## src/rtl/sis_pkg.sv

```systemverilog
// ----------------------------------------------------------------------------
// sis_pkg
// Shared constants and types of the supply and input supervisor.
// ----------------------------------------------------------------------------
package sis_pkg;

   localparam int ADC_BITS_DEF      = 12;
   localparam int DEBOUNCE_BITS_DEF = 16;

   localparam int NUM_CH       = 5;
   localparam int FIVE_VOLT_CH = 2;

   localparam int THR_REG_W  = 24;
   localparam int RELOAD_W   = 16;
   localparam int RTC_W      = 32;
   localparam int CSR_ADDR_W = 3;
   localparam int CSR_DATA_W = 32;

   // register indexes
   localparam logic [CSR_ADDR_W-1:0] REG_TEMP_THR      = 3'd0;
   localparam logic [CSR_ADDR_W-1:0] REG_BATTERY_THR   = 3'd1;
   localparam logic [CSR_ADDR_W-1:0] REG_FIVE_VOLT_THR = 3'd2;
   localparam logic [CSR_ADDR_W-1:0] REG_RELAY_SUP_THR = 3'd3;
   localparam logic [CSR_ADDR_W-1:0] REG_MAIN_SUP_THR  = 3'd4;
   localparam logic [CSR_ADDR_W-1:0] REG_EXT_MODE      = 3'd5;
   localparam logic [CSR_ADDR_W-1:0] REG_DEB_RELOADS   = 3'd6;
   localparam logic [CSR_ADDR_W-1:0] REG_SERVICE_DL    = 3'd7;

   // result field bit positions
   localparam int RSP_EXT_CMD      = 5;
   localparam int RSP_RELAY_AC_ON  = 6;
   localparam int RSP_RELAY_DC_ON  = 7;
   localparam int RSP_RELAY_AC_ERR = 8;
   localparam int RSP_RELAY_DC_ERR = 9;
   localparam int RSP_NEED_SERVICE = 10;
   localparam int RSP_FIELD_W      = 11;
   localparam int RSP_TDATA_W      = 16;

   typedef struct packed {
      logic                mode;          // 1: enable mode reload
      logic [RELOAD_W-1:0] reload_start;
      logic [RELOAD_W-1:0] reload_enable;
   } dbn_cfg_type;

endpackage

```

## src/rtl/sis_chan_mon.sv

```systemverilog
// ----------------------------------------------------------------------------
// sis_chan_mon
// One supervised ADC channel: fail flag with trip/release hysteresis.
// ----------------------------------------------------------------------------
module sis_chan_mon #(
   parameter int ADC_BITS = sis_pkg::ADC_BITS_DEF
) (
   input  logic                clock,
   input  logic                reset,
   input  logic                update,
   input  logic [ADC_BITS-1:0] code,
   input  logic [ADC_BITS-1:0] trip,
   input  logic [ADC_BITS-1:0] release_code,
   output logic                fail_next
);

   logic fail_ff;
   logic fail_in;

   // failed channel clears at/above release, clear channel trips below trip
   always_comb begin
      if (fail_ff) begin
         fail_in = !(code >= release_code);
      end else begin
         fail_in = (code < trip);
      end
   end

   assign fail_next = fail_in;

   always_ff @(posedge clock) begin
      if (reset) begin
         fail_ff <= 1'b0;
      end else if (update) begin
         fail_ff <= fail_in;
      end
   end

endmodule

```

## src/rtl/sis_debounce.sv

```systemverilog
// ----------------------------------------------------------------------------
// sis_debounce
// Switch debouncer with mode-selected reload, frozen when not enabled.
// ----------------------------------------------------------------------------
module sis_debounce #(
   parameter int DEBOUNCE_BITS = sis_pkg::DEBOUNCE_BITS_DEF
) (
   input  logic                clock,
   input  logic                reset,
   input  logic                update,
   input  logic                switch_active,
   input  sis_pkg::dbn_cfg_type cfg,
   output logic                cmd_next
);

   logic                     cmd_ff;
   logic                     cmd_in;
   logic                     prev_ff;
   logic [DEBOUNCE_BITS-1:0] count_ff;
   logic [DEBOUNCE_BITS-1:0] count_in;
   logic [sis_pkg::RELOAD_W-1:0] reload_sel;
   logic [2*sis_pkg::RELOAD_W-1:0] reload_ext;

   assign reload_sel = cfg.mode ? cfg.reload_enable : cfg.reload_start;
   assign reload_ext = {{sis_pkg::RELOAD_W{1'b0}}, reload_sel};

   always_comb begin
      cmd_in   = cmd_ff;
      count_in = count_ff;
      if (update) begin
         if (prev_ff == switch_active) begin
            if (count_ff == '0) begin
               cmd_in = switch_active;
            end else begin
               count_in = count_ff - DEBOUNCE_BITS'(1);
            end
         end else begin
            count_in = reload_ext[DEBOUNCE_BITS-1:0];
         end
      end
   end

   assign cmd_next = cmd_in;

   always_ff @(posedge clock) begin
      if (reset) begin
         cmd_ff   <= 1'b0;
         prev_ff  <= 1'b0;
         count_ff <= '0;
      end else if (update) begin
         cmd_ff   <= cmd_in;
         prev_ff  <= switch_active;
         count_ff <= count_in;
      end
   end

endmodule

```

## src/rtl/supply_and_input_supervisor.sv

```systemverilog
// ----------------------------------------------------------------------------
// supply_and_input_supervisor: five channel monitors, debouncer, relay check
// A req transfer passes through the input register and the result register to
// rsp_tvalid; one tick per cycle sustained while rsp_tready is not held low.
// Synchronous reset clears config registers, fail flags and debounce state.
// ----------------------------------------------------------------------------
module supply_and_input_supervisor #(
   parameter int ADC_BITS      = sis_pkg::ADC_BITS_DEF,
   parameter int DEBOUNCE_BITS = sis_pkg::DEBOUNCE_BITS_DEF,
   localparam int FIELD_W      = sis_pkg::NUM_CH*ADC_BITS + 5 + sis_pkg::RTC_W,
   localparam int REQ_W        = ((FIELD_W + 7) / 8) * 8
) (
   input  logic                                clock,
   input  logic                                reset,
   // temp_code, battery_code, five_volt_code, relay_supply_code,
   // main_supply_code, switch_active, ac_drive, ac_feedback, dc_drive,
   // dc_feedback, rtc_seconds (lowest bit up), zero padded
   input  logic                                req_tvalid,
   output logic                                req_tready,
   input  logic [REQ_W-1:0]                    req_tdata,
   // temp_fail, battery_fail, five_volt_fail, relay_supply_fail,
   // main_supply_fail, external_command_on, relay_ac_on, relay_dc_on,
   // relay_ac_fail, relay_dc_fail, need_service (lowest bit up), zero padded
   output logic                                rsp_tvalid,
   input  logic                                rsp_tready,
   output logic [sis_pkg::RSP_TDATA_W-1:0]     rsp_tdata,
   input  logic                                csr_wen,
   input  logic [sis_pkg::CSR_ADDR_W-1:0]      csr_index,
   input  logic [sis_pkg::CSR_DATA_W-1:0]      csr_wdata
);

   localparam int OFS_SW   = sis_pkg::NUM_CH*ADC_BITS;
   localparam int OFS_RTC  = OFS_SW + 5;

   // configuration
   logic [sis_pkg::THR_REG_W-1:0] thr_ff [sis_pkg::NUM_CH];
   logic                          mode_ff;
   logic [sis_pkg::CSR_DATA_W-1:0] reloads_ff;
   logic [sis_pkg::RTC_W-1:0]     deadline_ff;

   // pipeline
   logic                          s1_valid_ff;
   logic [FIELD_W-1:0]            s1_data_ff;
   logic                          rsp_valid_ff;
   logic [sis_pkg::RSP_FIELD_W-1:0] rsp_data_ff;
   logic [sis_pkg::RSP_FIELD_W-1:0] rsp_data_in;
   logic                          out_free;
   logic                          advance;

   logic                          service_ff;
   logic                          service_in;
   logic [sis_pkg::NUM_CH-1:0]    fail_next;
   logic                          cmd_next;
   logic                          sw_act;
   logic                          ac_drv;
   logic                          ac_fb;
   logic                          dc_drv;
   logic                          dc_fb;
   logic [sis_pkg::RTC_W-1:0]     rtc;
   sis_pkg::dbn_cfg_type          dbn_cfg;

   assign out_free   = !rsp_valid_ff || rsp_tready;
   assign advance    = s1_valid_ff && out_free;
   assign req_tready = !s1_valid_ff || out_free;

   always_ff @(posedge clock) begin
      if (reset) begin
         for (int i = 0; i < sis_pkg::NUM_CH; i++) begin
            thr_ff[i] <= '0;
         end
         mode_ff     <= 1'b0;
         reloads_ff  <= '0;
         deadline_ff <= '0;
      end else if (csr_wen) begin
         case (csr_index)
            sis_pkg::REG_TEMP_THR:      thr_ff[0] <= csr_wdata[sis_pkg::THR_REG_W-1:0];
            sis_pkg::REG_BATTERY_THR:   thr_ff[1] <= csr_wdata[sis_pkg::THR_REG_W-1:0];
            sis_pkg::REG_FIVE_VOLT_THR: thr_ff[2] <= csr_wdata[sis_pkg::THR_REG_W-1:0];
            sis_pkg::REG_RELAY_SUP_THR: thr_ff[3] <= csr_wdata[sis_pkg::THR_REG_W-1:0];
            sis_pkg::REG_MAIN_SUP_THR:  thr_ff[4] <= csr_wdata[sis_pkg::THR_REG_W-1:0];
            sis_pkg::REG_EXT_MODE:      mode_ff   <= csr_wdata[0];
            sis_pkg::REG_DEB_RELOADS:   reloads_ff <= csr_wdata;
            sis_pkg::REG_SERVICE_DL:    deadline_ff <= csr_wdata;
            default: begin
            end
         endcase
      end
   end

   always_ff @(posedge clock) begin
      if (reset) begin
         s1_valid_ff <= 1'b0;
      end else if (req_tready) begin
         s1_valid_ff <= req_tvalid;
      end
   end

   always_ff @(posedge clock) begin
      if (req_tvalid && req_tready) begin
         s1_data_ff <= req_tdata[FIELD_W-1:0];
      end
   end

   assign sw_act = s1_data_ff[OFS_SW];
   assign ac_drv = s1_data_ff[OFS_SW+1];
   assign ac_fb  = s1_data_ff[OFS_SW+2];
   assign dc_drv = s1_data_ff[OFS_SW+3];
   assign dc_fb  = s1_data_ff[OFS_SW+4];
   assign rtc    = s1_data_ff[OFS_RTC +: sis_pkg::RTC_W];

   for (genvar g = 0; g < sis_pkg::NUM_CH; g++) begin : g_chan
      sis_chan_mon #(
         .ADC_BITS (ADC_BITS)
      ) u_chan_mon (
         .clock        (clock),
         .reset        (reset),
         .update       (advance),
         .code         (s1_data_ff[g*ADC_BITS +: ADC_BITS]),
         .trip         (thr_ff[g][ADC_BITS-1:0]),
         .release_code (ADC_BITS'(thr_ff[g] >> ADC_BITS)),
         .fail_next    (fail_next[g])
      );
   end

   assign dbn_cfg.mode          = mode_ff;
   assign dbn_cfg.reload_start  = reloads_ff[sis_pkg::RELOAD_W-1:0];
   assign dbn_cfg.reload_enable = reloads_ff[2*sis_pkg::RELOAD_W-1:sis_pkg::RELOAD_W];

   // debouncer holds while the 5V rail is failing
   sis_debounce #(
      .DEBOUNCE_BITS (DEBOUNCE_BITS)
   ) u_debounce (
      .clock         (clock),
      .reset         (reset),
      .update        (advance && !fail_next[sis_pkg::FIVE_VOLT_CH]),
      .switch_active (sw_act),
      .cfg           (dbn_cfg),
      .cmd_next      (cmd_next)
   );

   assign service_in = service_ff || ((deadline_ff != '0) && (rtc > deadline_ff));

   always_ff @(posedge clock) begin
      if (reset) begin
         service_ff <= 1'b0;
      end else if (advance) begin
         service_ff <= service_in;
      end
   end

   always_comb begin
      rsp_data_in = '0;
      rsp_data_in[sis_pkg::NUM_CH-1:0]          = fail_next;
      rsp_data_in[sis_pkg::RSP_EXT_CMD]         = cmd_next;
      rsp_data_in[sis_pkg::RSP_RELAY_AC_ON]     = ac_fb;
      rsp_data_in[sis_pkg::RSP_RELAY_DC_ON]     = dc_fb;
      rsp_data_in[sis_pkg::RSP_RELAY_AC_ERR]    = ac_fb ^ ac_drv;
      rsp_data_in[sis_pkg::RSP_RELAY_DC_ERR]    = dc_fb ^ dc_drv;
      rsp_data_in[sis_pkg::RSP_NEED_SERVICE]    = service_in;
   end

   always_ff @(posedge clock) begin
      if (reset) begin
         rsp_valid_ff <= 1'b0;
      end else if (out_free) begin
         rsp_valid_ff <= s1_valid_ff;
      end
   end

   always_ff @(posedge clock) begin
      if (advance) begin
         rsp_data_ff <= rsp_data_in;
      end
   end

   assign rsp_tvalid = rsp_valid_ff;
   assign rsp_tdata  = {{(sis_pkg::RSP_TDATA_W-sis_pkg::RSP_FIELD_W){1'b0}}, rsp_data_ff};

endmodule

```

## config.mk

```make
export PLATFORM = sky130hd
export DESIGN_NAME = supply_and_input_supervisor
export DESIGN_NICKNAME = d
export VERILOG_FILES = /design/src/rtl/sis_pkg.sv /design/src/rtl/sis_chan_mon.sv /design/src/rtl/sis_debounce.sv /design/src/rtl/supply_and_input_supervisor.sv
export SDC_FILE = /design/constraint.sdc
export NUM_CORES = 1
export LEC_CHECK = 0
export BUFFER_PORTS_ARGS = -buffer_cell sky130_fd_sc_hd__buf_4
export CAP_MARGIN = 15
export CORE_ASPECT_RATIO = 1.5
export CORE_MARGIN = 2
export CORE_UTILIZATION = 25
export CTS_BUF_LIST = sky130_fd_sc_hd__clkbuf_16
export DETAILED_ROUTE_END_ITERATION = 6
export PLACE_DENSITY = 0.39
export SYNTH_ARGS = -nofsm -noshare
export SYNTH_HDL_FRONTEND = slang
export SYNTH_SLANG_ARGS = --single-unit
export TNS_END_PERCENT = 30
```

## constraint.sdc

```tcl
create_clock -name clock -period 3.5 [get_ports clock]
set_input_delay 0.525 -clock clock [delete_from_list [all_inputs] [get_ports clock]]
set_output_delay 0.525 -clock clock [all_outputs]
set_load 0.01 [all_outputs]
```

# After elaboration in Yosys (flattened, before gate mapping)

Memory sizes are Yosys's and may differ from the RTL's.
Cells that the tools add are included.

RAM bits: 120
Latch bits: 0
Memories: 1
Word-level logic and storage cells: 105
Input bits: 144
Output and inout port bits: 18
Memory bits (read-only): 0
Flip-flop bits (word level): 199

Memories:

| memory | depth | bits a word | rd ports | clocked after memory_dff | wr ports | line                              | source |
|---|---|---|---|---|---|---|---|
| thr_ff | 5     | 24          | 5        | 0                        | 5        | supply_and_input_supervisor.sv:36 | `logic [sis_pkg::THR_REG_W-1:0] thr_ff [sis_pkg::NUM_CH];` |

Reductions and logical operators: 22
Order comparisons: 11
Bitwise gates (word level): 7
Eq/ne operators: 9
Shift operators: 0
Muxes and demuxes: 38
$add $sub $neg: 1
Multipliers: 0
Divide/modulo/power cells: 0

Operator list:

| operator                                                              | count |
|---|---|
| 24-bit two-way mux                                                    | 5 |
| 12-bit greater-or-equal comparator                                    | 5 |
| 12-bit < comparator                                                   | 5 |
| 16-bit two-way mux                                                    | 3 |
| 32-bit greater-than comparator                                        | 1 |
| 32-bit nonzero test                                                   | 1 |
| 1-bit two-way mux                                                     | 30 |
| 16-bit zero test                                                      | 1 |
| 16-bit by 1-bit subtractor with 16-bit output (second input constant) | 1 |
| 3-bit == test (second input constant)                                 | 4 |
| 1-bit zero test                                                       | 8 |
| 2-bit AND reduction                                                   | 4 |
| 3-bit by 2-bit == test with 1-bit output (second input constant)      | 2 |
| 1-bit bitwise OR                                                      | 5 |
| 1-bit logical AND                                                     | 4 |
| 3-bit by 1-bit == test with 1-bit output (second input constant)      | 1 |
| 3-bit zero test                                                       | 1 |
| 1-bit logical OR                                                      | 3 |
| 2-bit != test (second input constant)                                 | 1 |
| 1-bit bitwise XOR                                                     | 2 |
| 1-bit == test                                                         | 1 |

# Logic depth before layout (Yosys ltp)

Gate-level depths: netlist of run 1.
An unclocked memory read counts as a cell.

Depth in word-level cells: 7
Mapped depth: 10
Depth with buffers taken out: 9

# Modules after synthesis

From an unflattened synthesis of run 1, not the netlist that was laid out.

Cells, all modules: 1290
Area total of the unflattened synthesis: 14896.8 µm²

Modules (own cells, without submodules):

| module                      | area each (µm²) | cells an instance | instances | seq. area each (µm²) |
|---|---|---|---|---|
| supply_and_input_supervisor | 10388.7         | 700               | 1         | 8207.9 |
| sis_chan_mon                | 639.4           | 84                | 5         | 20.0 |
| sis_debounce                | 1311.3          | 170               | 1         | 360.3 |

# Least setup slack after synthesis of run 1

OpenSTA, ideal clock, no wires.

Kind: input to register
Start point: input port rsp_tready
End point: register s1_data_ff[0] (enable)
Required time: 3033 ps
Arrival: 2986 ps
Setup time: 467 ps
Buffers on the path: 0
Stages: 3
Slack: 46 ps
Cell sequence: nor2b_1 > nand2_1 > and2_1

Cells in the longest elaborated chain, start to end: 3

RTL lines:

| what                 | line                               | source |
|---|---|---|
| from (decl)          | supply_and_input_supervisor.sv:25  | `input logic rsp_tready,` |
| 1-bit logical OR     | supply_and_input_supervisor.sv:62  | `assign out_free = !rsp_valid_ff \|\| rsp_tready;` |
| 1-bit logical OR     | supply_and_input_supervisor.sv:64  | `assign req_tready = !s1_valid_ff \|\| out_free;` |
| via req_tready       | supply_and_input_supervisor.sv:19  | `output logic req_tready,` |
| 1-bit logical AND    | supply_and_input_supervisor.sv:99  | `if (req_tvalid && req_tready) begin` |
| to (signal assigned) | supply_and_input_supervisor.sv:100 | `s1_data_ff <= req_tdata[FIELD_W-1:0];` |
| to (decl)            | supply_and_input_supervisor.sv:43  | `logic [FIELD_W-1:0] s1_data_ff;` |

The timed path passes the listed nets, and every way through them passes these cells.
A chain may end at the register's enable or synchronous reset.

# Worst setup path in the final report of run 1

Start point: register s1_data_ff[33]
End point: register rsp_data_ff[5] (netlist bit), data pin

Cells in the longest elaborated chain, start to end: 6
Elaborated cells on any way between the ends: 7
Classes of those cells: 2 x order compare; 2 x mux; 3 x reduce/logical

RTL lines:

| what                               | line                               | source |
|---|---|---|
| 12-bit greater-or-equal comparator | sis_chan_mon.sv:23                 | `fail_in = !(code >= release_code);` |
| 1-bit zero test                    | sis_chan_mon.sv:23                 |  |
| 1-bit two-way mux *                | sis_chan_mon.sv:22                 | `if (fail_ff) begin` |
| 1-bit zero test *                  | supply_and_input_supervisor.sv:135 | `.update (advance && !fail_next[sis_pkg::FIVE_VOLT_CH]),` |
| 1-bit logical AND *                | supply_and_input_supervisor.sv:135 |  |
| 1-bit two-way mux *                | sis_debounce.sv:30                 | `if (update) begin` |
| via cmd_next                       | supply_and_input_supervisor.sv:53  | `logic cmd_next;` |
| to (signal assigned)               | supply_and_input_supervisor.sv:172 | `rsp_data_ff <= rsp_data_in;` |
| to (decl)                          | supply_and_input_supervisor.sv:45  | `logic [sis_pkg::RSP_FIELD_W-1:0] rsp_data_ff;` |

Mark *: on every way through the listed nets, which the timed path passes. The rest lies on a longest branch.

==> results of run 1 <==
[layer usage]
layer	GRT usage	wire length [um]	part of all wire
met1	0.1622	17200	0.40
met3	0.02507	1558	0.037
met5	0	13	0.00031
met2	0.2595	22490	0.53
met4	0.04709	1203	0.028
[area by class of cell]
type                    instances  area [um^2]
fillers                      5892        39900
clock buffers                  39        975.9
clock inverters                31        325.3
inverters                     156        585.6
well taps                     770        963.4
multi-input cells             757         5289
flip-flops and latches        319         8668
repair buffers                167         1266
[flip-flops by register name, summed over array words and instances (netlist names)]
name                       cells
rsp_data_ff                   11
rsp_tvalid                     1
u_debounce.count_ff           16
mode_ff                        1
g_chan.u_chan_mon.fail_ff      5
deadline_ff                   32
service_ff                     1
s1_valid_ff                    1
s1_data_ff                    97
thr_ff                       120
u_debounce.cmd_ff              1
reloads_ff                    32
u_debounce.prev_ff             1
[power breakdown]
group	switching [uW]	leakage [uW]	internal [uW]
sequential	104	0.00295	4290
clock	1690	0.000658	2490
combinational	637	0.00367	452
[cells in the final DEF (no fill, tap or decap), drive strengths merged, types with 11 or more instances in the layout]
master	instances
buf	167
a21oi	109
nor4	12
o211ai	14
a31oi	12
edfxtp	228
ha	148
nor2b	13
nand3	12
nand2b	16
mux2i	13
a21o	32
dfxtp	91
clkinv	13
clkbuf	39
o21ai	42
nor2	31
o31ai	11
inv	166
and2	26
nand2	162
[worst max-delay path, stage by stage, from the launching register on]
cell and delay, ns:
edfxtp_1 0.41, ha_1 0.34, nand4_1 0.15, or3_1 0.39
o32ai_1 0.27, o22a_1 0.50, inv_1 0.43, o31ai_1 0.39
nand2_1 0.08
[cell families (layout without fill, tap and decap cells)]
logic type	Yosys count	count (layout)	share of synthesized area
flops	319	319	0.5894
simple gates	316	316	0.1037
compound gates	268	268	0.1142
buf+inv	199	393	0.05300
fa+ha+maj	148	148	0.1259
mux	16	16	0.01114
xor+xnor	4	4	0.002383
other cells	1	5	0.0002550
[synth_stat cells (8+ instances only)]
library cell	number	area, um^2
edfxtp_1	228	6847
nand2_1	162	608.1
inv_1	156	585.6
ha_1	148	1852
a21oi_1	109	545.5
dfxtp_1	91	1822
o21ai_0	41	205.2
clkbuf_1	34	127.6
a21o_1	32	240.2
nor2_1	31	116.4
and2_1	25	156.4
nand2b_1	16	100.1
o211ai_1	14	105.1
mux2i_1	13	130.1
nor2b_1	13	81.33
a31oi_1	12	75.07
nand3_1	12	60.06
nor4_1	12	75.07
o31ai_1	11	82.58
and4_1	10	87.58
nand4_1	10	62.56
o311ai_0	8	70.07
[worst paths after layout]
path              slack [ns]                           to
setup reg to reg        0.26     rsp_data_ff[5]$_DFFE_PP_
hold / removal          0.13     s1_data_ff[19]$_DFFE_PP_
hold reg to reg         0.45  reloads_ff[11]$_SDFFE_PP0P_
setup / recovery        0.26     rsp_data_ff[5]$_DFFE_PP_
[metrics by stage]
| stage | total power (uW) | std cells |
|---|---|---|
| detailed placement | 5597 | 2169 |
| global route | 10130 | 2239 |
| global placement | 5585 | 2169 |
| finish | 9666 | 2239 |
| floorplan | 5105 | 1275 |
| CTS | 9863 | 2239 |
==> results by group, run 1 <==
Status
  – Status: finished clean

Placed design
  – Post-Place Setup Slack: approximately 0.30 ns
  – Cell area after placement: 16770 um^2
  – GPL Wtd Cong: between 0.7 and 0.8
  – Number of port buffers: approximately 150
  – Dpl hpwl: between 30000 and 40000 um

Run
  – Max Cap Viol: 0

Floorplan
  – Die Y: ~300 um
  – Core area: a little under 60000 um^2
  – Die footprint: 60820 um^2
  – Die width: between 200 and 250 um
  – Core Rows: 108
  – I/O pin count: about 160
  – Starting density of the core: 0.2537

CTS
  – Clk pin slew, worst setup/hold paths: approximately 0.060 ns
  – Root buf cell: clkbuf_16
  – Clock Path Buffers: 3
  – Clk_lat worst skew: between 0.5 and 0.6 ns
  – CTS tree: yes
  – Cts hold-fix bufs: 0
  – Post-CTS resize count: 0
  – Setup bufs post-CTS: 0
  – Num CTS Buffers: 38
  – Sink Count: approximately 320
  – H-tree depth: 2

Worst setup path
  – FF-to-FF path depth: 8
  – Crit Path Max Fanout: 17
  – Critical Path Source Type: flip-flop
  – CP Capture Type: flip-flop
  – CP required: about 3.8 ns
  – CP arrival: 3.53 ns
  – CP Class: reg2reg
  – Worst Setup SP: s1_data_ff[33]$_DFFE_PP_
  – Origin of the critical flop-to-flop path: s1_data_ff[33]$_DFFE_PP_

Synthesis
  – Most used DFF post-synth: edfxtp_1
  – Asr flop ratio synth: 0
  – Register area share after synthesis: 0.5894
  – Avg Cell Area, Syn: between 10 and 15 um^2
  – Synth warn: 0
  – Synth Instances: 1271
  – Synthesized area: roughly 15000 um^2
  – Synthesized flop and latch total: around 320
  – Number of synthesized flops with an enable pin: roughly 230
  – Synth unique cells: between 50 and 60

Global route
  – First-pass GRT wire length: 62770 um
  – Largest net degree at the start of global routing: between 90 and 100
  – Initial antenna violation count: 2
  – GRT overflow: 0
  – Gr usage total: 0.1404
  – Vias in the first global route: 10.13k

Worst hold path
  – Hold-critical path depth: 1
  – HP Class: in2reg
  – Hold wc startpoint: req_tdata[19]

Finish
  – Fraction of layout cells with a size suffix above 1: 0.1627
  – Final design utilization: 0.3118
  – Post-route cell area: roughly 18000 um^2
  – Inserted Diodes: 0
  – Synthesis-to-layout area growth: 22.89%
  – Fin nets: roughly 1.7k

STA
  – WHS: between 0.1 and 0.15 ns
  – Actual slew at the worst max-slew pin: slightly above 1 ns
  – TNS Setup: 0 ns
  – Setup slack after layout: around 0.26 ns
  – Fmax achieved: around 310 MHz
  – Post-route clock period utilization: 0.9244
  – Worst Skew: approximately 0.019 ns
  – Slew Limit Fails: 0
  – Final setup vio count: 0
  – RSZ-0062 raised after global routing: false
  – Slew margin rel.: 0.3182
  – Min cycle time layout: between 3 and 4 ns
  – Hold Fails Final Rpt: 0

Power
  – Leak: around 0.0073 uW
  – Cell Pwr Density: 534.8 nW/um^2
  – Max VDD drop: between 0.0003 and 0.0004 V

Route
  – Vias per cell: roughly 4.4
  – First drt pass iteration count: 5
  – Via Count: ~10k
  – Wirelength per Cell: about 19 um
  – # DRC: 0
  – DRT iter0 DRCs: roughly 400
  – DRT antenna net count: 0
  – Routed WL: roughly 42000 um
Power figures use the tool's default switching activity.
==> inputs of run 2 (changes only) <==
--- a/config.mk
+++ b/config.mk
@@ -9,10 +9,10 @@
 export CAP_MARGIN = 15
 export CORE_ASPECT_RATIO = 1.5
 export CORE_MARGIN = 2
-export CORE_UTILIZATION = 25
+export CORE_UTILIZATION = 53
 export CTS_BUF_LIST = sky130_fd_sc_hd__clkbuf_16
 export DETAILED_ROUTE_END_ITERATION = 6
-export PLACE_DENSITY = 0.39
+export PLACE_DENSITY = 0.73
 export SYNTH_ARGS = -nofsm -noshare
 export SYNTH_HDL_FRONTEND = slang
 export SYNTH_SLANG_ARGS = --single-unit
==> run 2 against run 1 <==
Worst setup slack better by 0.40 ns. Sequential cell count stayed put. Critical path type unchanged. Maximum frequency is 14% higher. Wire length is 22% lower. The run now ends with design-rule violations left. Largest power group unchanged. Largest cell class unchanged.
==> results by group, run 2 (synthesis gave the netlist of run 1 again) <==
Status
  – Status: finished with violations
  – Failing checks: design-rule violations

Run
  – Max Cap Viol: 0 (unchanged)

STA
  – TNS Setup: 0 ns (unchanged)
  – Worst Skew: 0.01110 ns (-0.007432 ns)
  – Fmax achieved: 353.2 MHz (+14%)
  – Actual slew at the worst max-slew pin: 1.034 ns (+0.01275 ns)
  – Min cycle time layout: 2.831 ns (-0.4040 ns)
  – Post-route clock period utilization: 0.8089 (-0.1154)
  – Final setup vio count: 0 (unchanged)
  – Setup slack after layout: 0.6688 ns (+0.4040 ns)
  – WHS: 0.1286 ns (-0.001050 ns)
  – RSZ-0062 raised after global routing: false
  – Slew Limit Fails: 0 (unchanged)
  – Hold Fails Final Rpt: 0 (unchanged)
  – Slew margin rel.: 0.3089 (-0.009235)

Worst hold path
  – HP Class: in2reg

Global route
  – GRT overflow: 0 (unchanged)
  – First-pass GRT wire length: 51910 um (-17%)
  – Met1 usage: 0.2591 (+0.09685)
  – Vias in the first global route: 10.15k (+0.24%)
  – Largest net degree at the start of global routing: 83 (-15%)
  – Initial antenna violation count: 1 (-1)
  – GR Util met2: 0.4225 (+0.1629)
  – GR peak layer: met2
  – Gr usage total: 0.2295 (+0.08915)
  – GR Layer Usage met3: 0.03314 (+0.008071)

Worst setup path
  – Critical Path Source Type: flip-flop
  – Crit Path Max Fanout: 17 (unchanged)
  – CP delay by family, top: compound AO/OA/AOI/OAI gates
  – Crit path buffers/inverters: 1 (unchanged)
  – CP arrival: 3.25 ns (-0.28 ns)
  – CP Capture Type: flip-flop
  – CP Cell Sequence: ha_1, nand4_1, or3_1, o32ai_1, o22a_1, inv_1, o311ai_0, o31ai_1
  – CP required: 3.92 ns (+0.12 ns)
  – CP Class: reg2reg
  – Worst path slowest cell: o311ai_0
  – Max incr delay on CP: 0.45 ns (-0.05 ns)

Floorplan
  – Starting density of the core: 0.5384 (+0.2847)
  – Core area: 27310 um^2 (-53%)
  – Core Rows: 74 (-31%)
  – Die footprint: 29120 um^2 (-52%)
  – I/O pin count: 162 (unchanged)
  – Die width: 140.0 um (-31%)
  – Die Y: 208.0 um (-31%)

Route
  – Via Count: 10.03k (+1.6%)
  – DRT antenna net count: 0 (unchanged)
  – Routed WL: 33240 um (-22%)
  – # DRC: 8 (+8)
  – Wirelength per Cell: 18.50 um (-2.5%)
  – First drt pass iteration count: 7 (+2)
  – Vias per cell: 5.579 (+27%)
  – DRT iter0 DRCs: 643 (+60%)

Finish
  – Fin nets: 1722 (-0.52%)
  – Post-route cell area: 17260 um^2 (-4.5%)
  – Largest register by flop count: thr_ff
  – Commonest non-fill, non-tap cells in the layout: edfxtp_1, buf_4, nand2_1
  – Fraction of layout cells with a size suffix above 1: 0.1568 (-0.005887)
  – Most common cell after layout, fill and taps aside: edfxtp_1
  – Largest regs: thr_ff x120, s1_data_ff x97
  – Synthesis-to-layout area growth: 17.38%
  – Max FFs per register: 120 (unchanged)

Placed design
  – GPL Wtd Cong: 0.8834 (+16%)
  – Dpl hpwl: 24210 um (-22%)
  – Post-Place Setup Slack: 0.7285 ns (+0.4266 ns)
  – Number of port buffers: 149 (unchanged)
  – Cell area after placement: 16220 um^2 (-3.3%)

Power
  – Leak: 0.007141 uW (-1.9%)
  – Cell Pwr Density: 513.3 nW/um^2 (-4.0%)
  – Total power: 8862 uW (-8.3%)
  – Max VDD drop: 0.0004581 V (+25%)

CTS
  – Setup bufs post-CTS: 0 (unchanged)
  – H-tree depth: 1 (-1)
  – Sink Count: 319 (unchanged)
  – Clk_lat worst skew: 0.57 ns (about the same)
  – Clk pin slew, worst setup/hold paths: 0.07 ns (about the same)
  – CTS tree: yes
  – Post-CTS resize count: 0 (unchanged)
  – Root buf cell: clkbuf_16
  – Cts hold-fix bufs: 0 (unchanged)
  – Clock Path Buffers: 3 (unchanged)
  – Num CTS Buffers: 31 (-18%)
==> run 2: changes by cell type in the layout (fill, tap and decap cells not counted), sizes merged <==
| cell | change |
|---|---|
| buf | -2 |
| bufinv | -1 |
| clkbuf | -8 |
| clkinv | +1 |
| diode | +1 |
| inv | -5 |
==> run 2: area by class of cell <==
type	instances	area [um^2]
fillers	2064	10050
flip-flops and latches	319	8668
multi-input cells	757	5289
repair buffers	165	1251
clock buffers	31	775.7
inverters	156	585.6
well taps	342	427.9
clock inverters	26	262.8
diodes	1	2.502
==> run 2: per-layer routing <==
| layer | wire length (um) | up-vias | share of wire |
|---|---|---|---|
| li1 | - | 4868 | - |
| met1 | 12410 | 4718 | 0.37 |
| met2 | 17340 | 350 | 0.52 |
| met3 | 1952 | 89 | 0.059 |
| met4 | 1546 | 0 | 0.047 |
| met5 | 0 | - | 0 |
==> run 2: worst paths after layout <==
path | endpoint | depth (start not counted) | slack, ns | start
max reg2reg | u_debounce.count_ff[5]$_SDFFE_PP0P_ | 8 | 0.67 | s1_data_ff[33]$_DFFE_PP_
min reg2reg | reloads_ff[1]$_SDFFE_PP0P_ | 2 | 0.45 | reloads_ff[1]$_SDFFE_PP0P_
max | u_debounce.count_ff[5]$_SDFFE_PP0P_ | 8 | 0.67 | s1_data_ff[33]$_DFFE_PP_
min | s1_data_ff[71]$_DFFE_PP_ | 1 | 0.13 | req_tdata[71]
==> run 2: stage by stage <==
| stage | util | instances |
|---|---|---|
| floorplan | - | 1275 |
| global placement | 0.5939 | 1739 |
| detailed placement | 0.5939 | 1739 |
| CTS | 0.6319 | 1796 |
| global route | 0.6320 | 1797 |
| finish | 0.6320 | 1797 |
==> run 2: report_power, final <==
part           leakage (uW)  internal, uW  switching, uW
combinational       0.00366           452            602
sequential          0.00295          4290           99.2
clock              0.000527          1980           1430
total               0.00714          6730           2130
